==> config.mk <==
export PLATFORM = sky130hd
export DESIGN_NAME = simon_block_cipher_with_fault_injection_top
export DESIGN_NICKNAME = d
export VERILOG_FILES = /design/src/rtl/core/simfi_pkg.sv /design/src/rtl/core/simfi_key_cell.sv /design/src/rtl/core/simfi_round.sv /design/src/rtl/core/simon_block_cipher_with_fault_injection_top.sv
export VERILOG_INCLUDE_DIRS = /design/src /design/src/rtl/core
export SDC_FILE = /design/constraint.sdc
export NUM_CORES = 2
export LEC_CHECK = 0
export ABC_AREA = 1
export BUFFER_PORTS_ARGS = -buffer_cell sky130_fd_sc_hd__buf_2
export CORE_MARGIN = 5
export CORE_UTILIZATION = 45
export DETAILED_ROUTE_END_ITERATION = 7
export SLEW_MARGIN = 20
export SYNTH_ARGS = -nofsm -noshare
export SYNTH_HDL_FRONTEND = slang
export SYNTH_SLANG_ARGS = --single-unit
==> constraint.sdc <==
create_clock -name aclk -period 50.8 [get_ports aclk]
set_input_delay 2.54 -clock aclk [delete_from_list [all_inputs] [get_ports aclk]]
set_output_delay 2.54 -clock aclk [all_outputs]
set_load 0.01 [all_outputs]
==> src/rtl/core/simon_block_cipher_with_fault_injection_top_macros.svh <==
// ----------------------------------------------------------------------------
// Assertion macros for the Simon 32/64 block with fault injection
// Shared concurrent assertion forms, clocked on aclk, quiet during reset.
// ----------------------------------------------------------------------------
`ifndef SIMON_BLOCK_CIPHER_WITH_FAULT_INJECTION_TOP_MACROS_SVH
`define SIMON_BLOCK_CIPHER_WITH_FAULT_INJECTION_TOP_MACROS_SVH

// The consequent must hold in the same cycle as the antecedent.
`define SIMFI_ASSERT_SAME(label, ante, cons, msg) \
    label: assert property (@(posedge aclk) disable iff (!aresetn) \
        (ante) |-> (cons)) else $error(msg);

// The consequent must hold in the cycle after the antecedent.
`define SIMFI_ASSERT_NEXT(label, ante, cons, msg) \
    label: assert property (@(posedge aclk) disable iff (!aresetn) \
        (ante) |=> (cons)) else $error(msg);

`endif

==> src/rtl/core/simfi_pkg.sv <==
// ----------------------------------------------------------------------------
// simfi_pkg
// Constants, types and control bundles shared by the Simon 32/64 block.
// ----------------------------------------------------------------------------
`timescale 1ns / 1ps

package simfi_pkg;

    localparam int WORD_BITS    = 16;
    localparam int KEY_WORDS    = 4;
    localparam int TOTAL_ROUNDS = 32;

    // Constant folded into every generated round key (~3 on a 16-bit word).
    localparam logic [WORD_BITS-1:0] SCHED_CONST = 16'hFFFC;

    // The z0 sequence, element i in bit i; its period is 31.
    localparam logic [30:0] Z0_PERIOD = 31'b0110011100001101010010001011111;
    localparam logic [61:0] Z0_SEQ    = {Z0_PERIOD, Z0_PERIOD};

    typedef logic [WORD_BITS-1:0] word_t;

    typedef enum logic [1:0] {
        OP_ENCRYPT = 2'd0,
        OP_DECRYPT = 2'd1,
        OP_FAULT   = 2'd2
    } op_t;

    typedef enum logic [1:0] {
        ST_IDLE   = 2'd0,
        ST_EXPAND = 2'd1,
        ST_RUN    = 2'd2,
        ST_HOLD   = 2'd3
    } state_t;

    // Shift control for the round key ring.
    typedef struct packed {
        logic shift;
        logic dir_back;
    } ring_ctrl_t;

    // Control for the Feistel round unit.
    typedef struct packed {
        logic  load;
        logic  step;
        logic  dec;
        logic  do_round;
        word_t flip_l;
        word_t flip_r;
    } round_ctrl_t;

endpackage

==> src/rtl/core/simfi_key_cell.sv <==
// ----------------------------------------------------------------------------
// simfi_key_cell
// One round key cell of the ring; shifts forward or backward on command.
// ----------------------------------------------------------------------------
`timescale 1ns / 1ps

module simfi_key_cell (
    input  logic                  aclk,
    input  simfi_pkg::ring_ctrl_t ctrl,
    input  simfi_pkg::word_t      fwd_in,
    input  simfi_pkg::word_t      back_in,
    output simfi_pkg::word_t      key_q
);

    simfi_pkg::word_t key_reg;
    simfi_pkg::word_t key_next;

    always_comb begin
        key_next = key_reg;
        if (ctrl.shift) begin
            key_next = ctrl.dir_back ? back_in : fwd_in;
        end
    end

    always_ff @(posedge aclk) begin
        key_reg <= key_next;
    end

    assign key_q = key_reg;

endmodule

==> src/rtl/core/simfi_round.sv <==
// ----------------------------------------------------------------------------
// simfi_round
// Feistel round unit holding the two block halves, with bit fault insertion.
// ----------------------------------------------------------------------------
`timescale 1ns / 1ps

module simfi_round (
    input  logic                   aclk,
    input  simfi_pkg::round_ctrl_t ctrl,
    input  simfi_pkg::word_t       left_in,
    input  simfi_pkg::word_t       right_in,
    input  simfi_pkg::word_t       round_key,
    output simfi_pkg::word_t       left_q,
    output simfi_pkg::word_t       right_q
);

    // F(x) = (x <<< 1 & x <<< 8) ^ x <<< 2
    function automatic simfi_pkg::word_t round_f(input simfi_pkg::word_t x);
        round_f = ({x[14:0], x[15]} & {x[7:0], x[15:8]}) ^ {x[13:0], x[15:14]};
    endfunction

    simfi_pkg::word_t l_reg, l_next;
    simfi_pkg::word_t r_reg, r_next;
    simfi_pkg::word_t l_flip, r_flip;

    always_comb begin
        l_flip = l_reg ^ ctrl.flip_l;
        r_flip = r_reg ^ ctrl.flip_r;
        l_next = l_reg;
        r_next = r_reg;
        if (ctrl.load) begin
            l_next = left_in;
            r_next = right_in;
        end else if (ctrl.step) begin
            l_next = l_flip;
            r_next = r_flip;
            if (ctrl.do_round) begin
                if (ctrl.dec) begin
                    r_next = l_flip ^ round_f(r_flip) ^ round_key;
                    l_next = r_flip;
                end else begin
                    l_next = r_flip ^ round_f(l_flip) ^ round_key;
                    r_next = l_flip;
                end
            end
        end
    end

    always_ff @(posedge aclk) begin
        l_reg <= l_next;
        r_reg <= r_next;
    end

    assign left_q  = l_reg;
    assign right_q = r_reg;

endmodule

==> src/rtl/core/simon_block_cipher_with_fault_injection_top.sv <==
// ----------------------------------------------------------------------------
// simon_block_cipher_with_fault_injection_top
// Simon 32/64 encrypt, decrypt and single-bit fault encrypt on a stream.
// ----------------------------------------------------------------------------
// The block takes one beat at a time and returns exactly one result beat for
// each. An item passes from its accept through the run state of the round
// unit (one Feistel round per cycle over the 32-cell round key ring, plus a
// final slot for a fault placed after the last round) to the hold state,
// which moves the halves into the output register. The ring always turns a
// full revolution per item so that round key zero is back at its head
// afterwards. The first item after reset or after any key register write
// first runs a key expansion through the same ring before its rounds. A new
// beat is accepted once the previous result sits in the output register,
// even if the downstream side has not taken it yet; back pressure beyond
// that holds the finished halves in the round unit. The user must write key
// registers only while the block is idle; the block itself does not enforce it.
`timescale 1ns / 1ps

module simon_block_cipher_with_fault_injection_top (
    input  logic        aclk,
    input  logic        aresetn,

    // Configuration: key_word_0..key_word_3 at indexes 0..3.
    input  logic        cfg_wr_en,
    input  logic [1:0]  cfg_index,
    input  logic [15:0] cfg_wdata,

    input  logic        s_tvalid,
    output logic        s_tready,
    // s_tdata: left_word[15:0], right_word[31:16], round_count[37:32],
    //          flt_round[43:38], fault_position[49:44], zero fill [55:50]
    input  logic [55:0] s_tdata,
    // s_tuser: operation[1:0]
    input  logic [1:0]  s_tuser,

    output logic        m_tvalid,
    input  logic        m_tready,
    // m_tdata: left_out[15:0], right_out[31:16]
    output logic [31:0] m_tdata
);

    localparam logic [5:0] ROUNDS_6 = 6'(simfi_pkg::TOTAL_ROUNDS);
    localparam logic [5:0] KEYS_6   = 6'(simfi_pkg::KEY_WORDS);
    localparam logic [5:0] LAST_EXP = 6'(simfi_pkg::TOTAL_ROUNDS - 1);

    // ------------------------------------------------------------------
    // Helpers
    // ------------------------------------------------------------------
    // Next round key from k[i-1], k[i-3], k[i-4] and the z0 bit.
    function automatic simfi_pkg::word_t sched_word(
        input simfi_pkg::word_t k1,
        input simfi_pkg::word_t k3,
        input simfi_pkg::word_t k4,
        input logic             zbit
    );
        simfi_pkg::word_t t;
        t = {k1[2:0], k1[15:3]} ^ k3;
        t = t ^ {t[0], t[15:1]};
        sched_word = k4 ^ {15'd0, zbit} ^ t ^ simfi_pkg::SCHED_CONST;
    endfunction

    // ------------------------------------------------------------------
    // Registers
    // ------------------------------------------------------------------
    simfi_pkg::state_t state_reg, state_next;
    logic [5:0]        cnt_reg, cnt_next;
    logic              keys_ready_reg, keys_ready_next;
    simfi_pkg::word_t  key_reg [simfi_pkg::KEY_WORDS];

    logic              dec_reg, fault_reg;
    logic [5:0]        pre_reg, total_reg;
    simfi_pkg::word_t  flip_l_reg, flip_r_reg;

    logic              m_tvalid_reg, m_tvalid_next;
    simfi_pkg::word_t  m_left_reg, m_right_reg;

    // ------------------------------------------------------------------
    // Input beat decode
    // ------------------------------------------------------------------
    logic              s_accept;
    simfi_pkg::op_t    in_op;
    logic [5:0]        in_rc, in_fr, in_fp;
    logic [5:0]        rc_sat, pre_raw, pre_sat, total_in;
    logic [5:0]        fp_left_sh, fp_right_sh;
    simfi_pkg::word_t  mask_l, mask_r;

    assign s_accept = s_tvalid && s_tready;
    assign in_op    = simfi_pkg::op_t'(s_tuser);
    assign in_rc    = s_tdata[37:32];
    assign in_fr    = s_tdata[43:38];
    assign in_fp    = s_tdata[49:44];

    always_comb begin
        rc_sat   = (in_rc > ROUNDS_6) ? ROUNDS_6 : in_rc;
        pre_raw  = (in_fr == 6'd0) ? 6'd0 : in_fr - 6'd1;
        pre_sat  = (pre_raw > ROUNDS_6) ? ROUNDS_6 : pre_raw;
        // A fault placed past the requested rounds still runs up to it.
        total_in = ((in_op == simfi_pkg::OP_FAULT) && (pre_sat > rc_sat))
                 ? pre_sat : rc_sat;

        fp_left_sh  = in_fp - 6'd1;
        fp_right_sh = in_fp - 6'd17;
        mask_l = '0;
        mask_r = '0;
        if (in_fp >= 6'd1 && in_fp <= 6'd16) begin
            mask_l = simfi_pkg::word_t'(1) << fp_left_sh[3:0];
        end else if (in_fp >= 6'd17 && in_fp <= 6'd32) begin
            mask_r = simfi_pkg::word_t'(1) << fp_right_sh[3:0];
        end
    end

    always_ff @(posedge aclk) begin
        if (s_accept) begin
            dec_reg    <= (in_op == simfi_pkg::OP_DECRYPT);
            fault_reg  <= (in_op == simfi_pkg::OP_FAULT);
            pre_reg    <= pre_sat;
            total_reg  <= total_in;
            flip_l_reg <= mask_l;
            flip_r_reg <= mask_r;
        end
    end

    // ------------------------------------------------------------------
    // Round key ring: 32 cells, cell 0 holds round key zero when at rest.
    // Forward shifts move cell i+1 into cell i; backward the reverse.
    // ------------------------------------------------------------------
    simfi_pkg::word_t     cell_q [simfi_pkg::TOTAL_ROUNDS];
    simfi_pkg::word_t     ring_in;
    simfi_pkg::ring_ctrl_t ring_ctrl;
    simfi_pkg::word_t     exp_word;
    logic [5:0]           z_idx;

    assign z_idx = cnt_reg - KEYS_6;

    always_comb begin
        if (cnt_reg < KEYS_6) begin
            exp_word = key_reg[cnt_reg[1:0]];
        end else begin
            exp_word = sched_word(cell_q[simfi_pkg::TOTAL_ROUNDS-1],
                                  cell_q[simfi_pkg::TOTAL_ROUNDS-3],
                                  cell_q[simfi_pkg::TOTAL_ROUNDS-4],
                                  simfi_pkg::Z0_SEQ[z_idx]);
        end
    end

    assign ring_in = (state_reg == simfi_pkg::ST_EXPAND) ? exp_word : cell_q[0];

    assign ring_ctrl.shift    = (state_reg == simfi_pkg::ST_EXPAND)
                             || ((state_reg == simfi_pkg::ST_RUN) && !cnt_reg[5]);
    assign ring_ctrl.dir_back = (state_reg == simfi_pkg::ST_RUN) && dec_reg;

    for (genvar gi = 0; gi < simfi_pkg::TOTAL_ROUNDS; gi++) begin : g_ring
        simfi_key_cell u_cell (
            .aclk    (aclk),
            .ctrl    (ring_ctrl),
            .fwd_in  ((gi == simfi_pkg::TOTAL_ROUNDS - 1)
                      ? ring_in : cell_q[(gi + 1) % simfi_pkg::TOTAL_ROUNDS]),
            .back_in (cell_q[(gi + simfi_pkg::TOTAL_ROUNDS - 1) % simfi_pkg::TOTAL_ROUNDS]),
            .key_q   (cell_q[gi])
        );
    end

    // ------------------------------------------------------------------
    // Round unit. Encryption reads the ring head, decryption its tail.
    // In cycle n the fault (if due at n) is applied, then round n runs if
    // n is below the round total.
    // ------------------------------------------------------------------
    simfi_pkg::round_ctrl_t round_ctrl;
    simfi_pkg::word_t       round_key, blk_l, blk_r;
    logic                   flip_now;

    assign flip_now            = fault_reg && (cnt_reg == pre_reg);
    assign round_ctrl.load     = s_accept;
    assign round_ctrl.step     = (state_reg == simfi_pkg::ST_RUN);
    assign round_ctrl.dec      = dec_reg;
    assign round_ctrl.do_round = (cnt_reg < total_reg);
    assign round_ctrl.flip_l   = flip_now ? flip_l_reg : '0;
    assign round_ctrl.flip_r   = flip_now ? flip_r_reg : '0;
    assign round_key = dec_reg ? cell_q[simfi_pkg::TOTAL_ROUNDS-1] : cell_q[0];

    simfi_round u_round (
        .aclk      (aclk),
        .ctrl      (round_ctrl),
        .left_in   (s_tdata[15:0]),
        .right_in  (s_tdata[31:16]),
        .round_key (round_key),
        .left_q    (blk_l),
        .right_q   (blk_r)
    );

    // ------------------------------------------------------------------
    // Sequencer
    // ------------------------------------------------------------------
    logic out_load;

    always_comb begin
        state_next      = state_reg;
        cnt_next        = cnt_reg;
        keys_ready_next = keys_ready_reg;
        out_load        = 1'b0;
        s_tready        = 1'b0;
        case (state_reg)
            simfi_pkg::ST_IDLE: begin
                s_tready = 1'b1;
                cnt_next = 6'd0;
                if (s_accept) begin
                    state_next = keys_ready_reg ? simfi_pkg::ST_RUN
                                                : simfi_pkg::ST_EXPAND;
                end
            end
            simfi_pkg::ST_EXPAND: begin
                cnt_next = cnt_reg + 6'd1;
                if (cnt_reg == LAST_EXP) begin
                    cnt_next        = 6'd0;
                    keys_ready_next = 1'b1;
                    state_next      = simfi_pkg::ST_RUN;
                end
            end
            simfi_pkg::ST_RUN: begin
                cnt_next = cnt_reg + 6'd1;
                if (cnt_reg == ROUNDS_6) begin
                    cnt_next   = 6'd0;
                    state_next = simfi_pkg::ST_HOLD;
                end
            end
            simfi_pkg::ST_HOLD: begin
                if (!m_tvalid_reg || m_tready) begin
                    out_load   = 1'b1;
                    state_next = simfi_pkg::ST_IDLE;
                end
            end
            default: begin
                state_next = simfi_pkg::ST_IDLE;
            end
        endcase
        // Any key write invalidates the expanded table.
        if (cfg_wr_en) begin
            keys_ready_next = 1'b0;
        end
    end

    always_ff @(posedge aclk) begin
        if (!aresetn) begin
            state_reg      <= simfi_pkg::ST_IDLE;
            cnt_reg        <= 6'd0;
            keys_ready_reg <= 1'b0;
        end else begin
            state_reg      <= state_next;
            cnt_reg        <= cnt_next;
            keys_ready_reg <= keys_ready_next;
        end
    end

    always_ff @(posedge aclk) begin
        if (!aresetn) begin
            for (int k = 0; k < simfi_pkg::KEY_WORDS; k++) begin
                key_reg[k] <= '0;
            end
        end else if (cfg_wr_en) begin
            key_reg[cfg_index] <= cfg_wdata;
        end
    end

    // ------------------------------------------------------------------
    // Output register
    // ------------------------------------------------------------------
    assign m_tvalid_next = out_load ? 1'b1 : (m_tready ? 1'b0 : m_tvalid_reg);

    always_ff @(posedge aclk) begin
        if (!aresetn) begin
            m_tvalid_reg <= 1'b0;
        end else begin
            m_tvalid_reg <= m_tvalid_next;
        end
    end

    always_ff @(posedge aclk) begin
        if (out_load) begin
            m_left_reg  <= blk_l;
            m_right_reg <= blk_r;
        end
    end

    assign m_tvalid = m_tvalid_reg;
    assign m_tdata  = {m_right_reg, m_left_reg};

    // ------------------------------------------------------------------
    // Assertions
    // ------------------------------------------------------------------
`include "simon_block_cipher_with_fault_injection_top_macros.svh"

    `SIMFI_ASSERT_NEXT(a_key_write_clears, cfg_wr_en, !keys_ready_reg, "key write left table marked ready")
    `SIMFI_ASSERT_NEXT(a_cold_start_expands, s_accept && !keys_ready_reg, state_reg == simfi_pkg::ST_EXPAND, "stale keys did not trigger expansion")
    `SIMFI_ASSERT_NEXT(a_expand_to_run, (state_reg == simfi_pkg::ST_EXPAND) && (cnt_reg == LAST_EXP), state_reg == simfi_pkg::ST_RUN, "expansion did not hand over to rounds")
    `SIMFI_ASSERT_SAME(a_run_count_bound, state_reg == simfi_pkg::ST_RUN, cnt_reg <= ROUNDS_6, "round counter ran past the last slot")

endmodule

; After elaboration in Yosys (flattened, before gate mapping)
; Memories as Yosys holds them, arrays and structs flattened. A register that Yosys moved wholly into a read port is not among the register bits.
; Index checks and enable logic that the tools add are counted.
[totals]
ff_bits = 632
ramBits = 64
rom_bits = 64
in_bits = 81
word_cells = 188
memories = 2
[op_classes]
addsub = 5
order_cmp = 10
n_eq_ne = 12
n_shift = 2
n_mux = 73
bitwise_logic = 17
reduce_logical = 21
[memory_table]
columns = name, depth, width, rd, rd_ports_with_merged_regs, write_ports, line
row1 = (no name shown), 64, 1, 1, 0, 0, simon_block_cipher_with_fault_injection_top.sv:142  ; simfi_pkg::Z0_SEQ[z_idx]);
row2 = key_reg, 4, 16, 1, 1, 4, simon_block_cipher_with_fault_injection_top.sv:68  ; simfi_pkg::word_t key_reg [simfi_pkg::KEY_WORDS];
[ops]
columns = op, n
row1 = two-way mux 16 bit, 46
row2 = bitwise XOR 16 bit, 11
row3 = two-way mux 6 bit, 6
row4 = bitwise AND 16 bit, 2
row5 = << shifter 1 x 4 -> 16 bit (first input constant), 2
row6 = case mux 6 bit (3 select lines), 1
row7 = two-way mux 2 bit, 8
row8 = OR reduction 16 bit, 1
row9 = bitwise XOR 16 x 1 -> 16 bit, 1
row10 = NOT 14 bit, 1
row11 = > comparator 6 bit (second input constant), 2
row12 = two-way mux 1 bit, 11
row13 = case mux 2 bit (4 select lines), 1
row14 = subtractor 4 x 1 -> 4 bit (second input constant), 2
row15 = logical AND 1 bit, 7
row16 = < comparator 6 x 7 -> 1 bit (second input constant), 1
row17 = adder 6 x 1 -> 6 bit (second input constant), 1
row18 = equality test 2 bit (second input constant), 3
row19 = equality test 6 x 5 -> 1 bit (second input constant), 1
row20 = equality test 6 bit, 1
row21 = equality test 6 bit (second input constant), 1
row22 = >= comparator 6 x 1 -> 1 bit (second input constant), 1
row23 = >= comparator 6 x 5 -> 1 bit (second input constant), 1
row24 = > comparator 6 bit, 1
row25 = 19 further kinds, 27

; Logic depth before layout (Yosys ltp)
[depth]
word_depth = 12
mapped_depth = 19
mapped_depth_nobuf = 18

; Modules after synthesis
; Synthesis repeated with hierarchy kept, for this count alone.
[unflattened]
hier_cells = 4009
hier_area_um2 = 36301.1
[modules_own_cells]
columns = mod, n_inst, cells_each, area_per_inst_um2, seq_area_each_um2
row1 = simfi_key_cell, 32, 68, 724.4, 480.5
row2 = simon_block_cipher_with_fault_injection_top, 1, 942, 8486.9, 4504.3
row3 = simfi_round, 1, 891, 4631.9, 960.9

; Worst setup path after synthesis
; Ideal clock, no wire load.
[synth_path]
path_type = reg-to-reg
start = register state_reg[0]
end = register g_ring[0].u_cell.key_reg[0] (enable)
setup_time_ns = 2.097
t_arrival_ns = 36.214
required_ns = 48.703
setup_slack_ns = 12.489
stages_incl_launch_ff = 5
n_path_buf = 0
synth_period_minus_slack_ns = 38.311
path_cell_list = dfxtp_1 inv_1 ha_1 inv_1 o21ai_0
[synth_lines]
columns = element, line
row1 = from (decl), simon_block_cipher_with_fault_injection_top.sv:65  ; simfi_pkg::state_t state_reg, state_next;
row2 = from (signal assigned), simon_block_cipher_with_fault_injection_top.sv:244  ; state_reg <= simfi_pkg::ST_IDLE;
row3 = from (signal assigned), simon_block_cipher_with_fault_injection_top.sv:248  ; state_reg <= state_next;
row4 = to (signal assigned), simfi_key_cell.sv:26  ; key_reg <= key_next;
row5 = to (decl), simfi_key_cell.sv:15  ; simfi_pkg::word_t key_reg;

==> reports/metrics.cfg <==
[run_status]
outcome = completed

[power_and_ir_drop]
totalPowerFinal_mw = 2.52
vdd_drop_max_uv = 58.3
p_leak_nw = 16.1
powerDensity_nw_per_um2 = 67.2

[die]
num_rows = 100
fp.coreArea_um2 = 74300
height_of_the_chip_um = 283
floorplan.die.width_um = 283
design.die.area_um2 = 80300
initial_utilization = 0.453
num_io_pins = 115

[cts]
cts_sinks = 698
cts_resized = 0
cts_tree = yes
ctsRootBufferMaster = clkbuf_16
cts_setup_buffers = 0
tritoncts.num_buffers = 79
cts_max_path_buffers = 3
clock_latency_ns = 0.63
cts_htree_levels = 3
clkTransAtPathRegs_ns = 0.06
cts.hold.buffers_added = 0

[grt]
grt_max_degree = 203
vias_in_the_first_global_route = 23053
grt_first_pass_wirelength_um = 125000
globalRouteOverflowTotal = 0
number_of_antenna_violations_at_the_first_check_in_global_routing = 1
grt.total_usage = 0.191

[synth]
synth.top_cells.by_area = edfxtp_1, nand2_1, nand3_1, o21ai_0, inv_1
yosys_warnings = 0
synth_top_cell_by_area = edfxtp_1
yosysSeqAreaShare = 0.619
synth_nets = 3766
yosysTopAreaCellShare = 0.612
postSynth.asyncResetShare = 0
cell_variety_after_synth = 43
synth.top_cells.by_count = nand2_1, edfxtp_1, inv_1, nand3_1, nor2_1
synth_enable_flop_cells = 686
syn_avg_cell_area_um2 = 9.19
synthesis.instances = 3660
postSynthRegisterBits = 698
mappedNetlistArea_um2 = 33600
synth_most_common_cell = nand2_1
ys.flop_type = edfxtp_1

[timing]
maxSlewHeadroom = 0.253
fmax_mhz = 204
final_worst_path_period_share = 0.0965
tightest_slew_ns = 1.12
timing.final.max_slew_violations = 0
setup_viol = 0
timing_hold_violations_final = 0
rsz0062_at_grt = no
holdWs_ns = 0.448
post_route_setup_tns_ns = 0
finalClockSkew_ns = 0.0193
period_needed_ns = 4.90

[worst_hold_path]
min_path_cells = 2
worst_hold_path_type = reg -> reg

[route]
antenna_violating_nets_left = 0
route.met3.wl_um = 4390
drt-pass1-iter-count = 6
vias_per_cell = 5.18
route.top_layer_used = met4
detailroute.wirelength.met2_um = 36200
finalWirelength_um = 79400
dr.first_iter.drc_count = 2536
dr_total_vias = 24523
post-route-drc-count = 0
routedWlPerCell_um = 16.8
detail_route.wirelength.met1_um = 36100

[setup_path]
worst_path_bufs_invs = 4
timing.critical_path.cells = inv_1 -> ha_1 -> clkinv_1 -> o21ai_4 -> buf_4 -> buf_4
critPathRequiredTime_ns = 51.03
slowest_delay_ns = 0.95
reg2reg_depth = 6
worstSetupPathType = reg -> reg
path_common_cell = buf_4
critPathCaptureType = flop
worst_ep_arrival_time_ns = 5.13
crit_fanout = 86
cp_slowest_cell = buf_4
critPathTopFamily = buffers and inverters
worst-path-stages = 6
cp-start-kind = flop

[layout]
ant_diodes = 0
net_count_final = 3810
largest_reg_flops = 512
share_of_layout_cells_above_drive_strength_1 = 0.0930
design_area_um2 = 37500
area_delta_synth_final_pct = 11.4

[place]
dp_hpwl_um = 49800
place_area_um2 = 34900
io_buffers = 108
routabilityCongestion = 0.914

[run]
cap_viol_max_count = 0

## power breakdown
group / total, mW / internal [mW] / switching, mW / leakage (nW)
clock: 0.561 / 0.324 / 0.237 / 1.23
sequential: 1.20 / 1.04 / 0.155 / 6.64
combinational: 0.760 / 0.231 / 0.529 / 8.26
## final timing paths
path,startpoint,to,slack [ns]
worst max-delay path,state_reg[1]$_SDFFE_PN0P_,g_ring[14].u_cell.key_q[8]$_DFFE_PP_,45.90
worst min register to register,keys_ready_reg$_SDFFE_PP0P_,keys_ready_reg$_SDFFE_PP0P_,0.45
worst min-delay path,keys_ready_reg$_SDFFE_PP0P_,keys_ready_reg$_SDFFE_PP0P_,0.45
worst max register to register,state_reg[1]$_SDFFE_PN0P_,g_ring[14].u_cell.key_q[8]$_DFFE_PP_,45.90
## cell usage in the layout (no fill, tap or decap), drive strengths merged, types with 9 or more instances in the layout
| cell | instances |
|---|---|
| a211o | 13 |
| a21oi | 83 |
| a221oi | 14 |
| buf | 131 |
| clkbuf | 94 |
| clkinv | 37 |
| dfxtp | 12 |
| edfxtp | 686 |
| ha | 25 |
| inv | 231 |
| nand2 | 1775 |
| nand3 | 214 |
| nand4 | 21 |
| nor2 | 164 |
| nor3 | 9 |
| o21ai | 166 |
| xnor2 | 16 |
| xor2 | 37 |
## layer usage
layer  track usage  vias up
met2         0.299      632
met3        0.0345      143
li1              -    12141
met5             0        -
met1         0.271    11607
met4        0.0674        0
## layout make-up
| type | count | area, um^2 |
|---|---|---|
| multi-input cells | 2563 | 11300 |
| flip-flops and latches | 698 | 20800 |
| clock inverters | 46 | 437 |
| inverters | 231 | 881 |
| well taps | 969 | 1210 |
| repair buffers | 131 | 738 |
| clock buffers | 94 | 2080 |
| fillers | 6956 | 36800 |
## cells by family (layout without fill, tap and decap cells)
logic type | after synthesis | after routing | share of synthesized area
AND/OR/NAND/NOR | 2189 | 2189 | 0.262
AO/OA/AOI/OAI | 295 | 295 | 0.0485
flip-flops | 698 | 698 | 0.619
multiplexers | 1 | 1 | 0.000335
buffers and inverters | 399 | 502 | 0.0465
XOR/XNOR | 53 | 53 | 0.0138
adder cells (fa/ha/maj) | 25 | 25 | 0.00930
## metrics by stage
stage                      util  setup WS (ns)  std cells
after floorplan               -          12.49       3660
after global placement    0.470          45.46       4591
after detailed placement  0.470          45.42       4591
after CTS                 0.504          45.84       4731
after global routing      0.504          45.46       4732
final                     0.504          45.90       4732
## worst reg2reg max path, delay by kind of cell (launching register included)
kind            cells  cell delay (ns)
buf+inv             4             2.82
flops               1             0.34
compound gates      1             0.56
fa+ha+maj           1             0.73
Note: power is estimated with default switching activity, not from simulation.
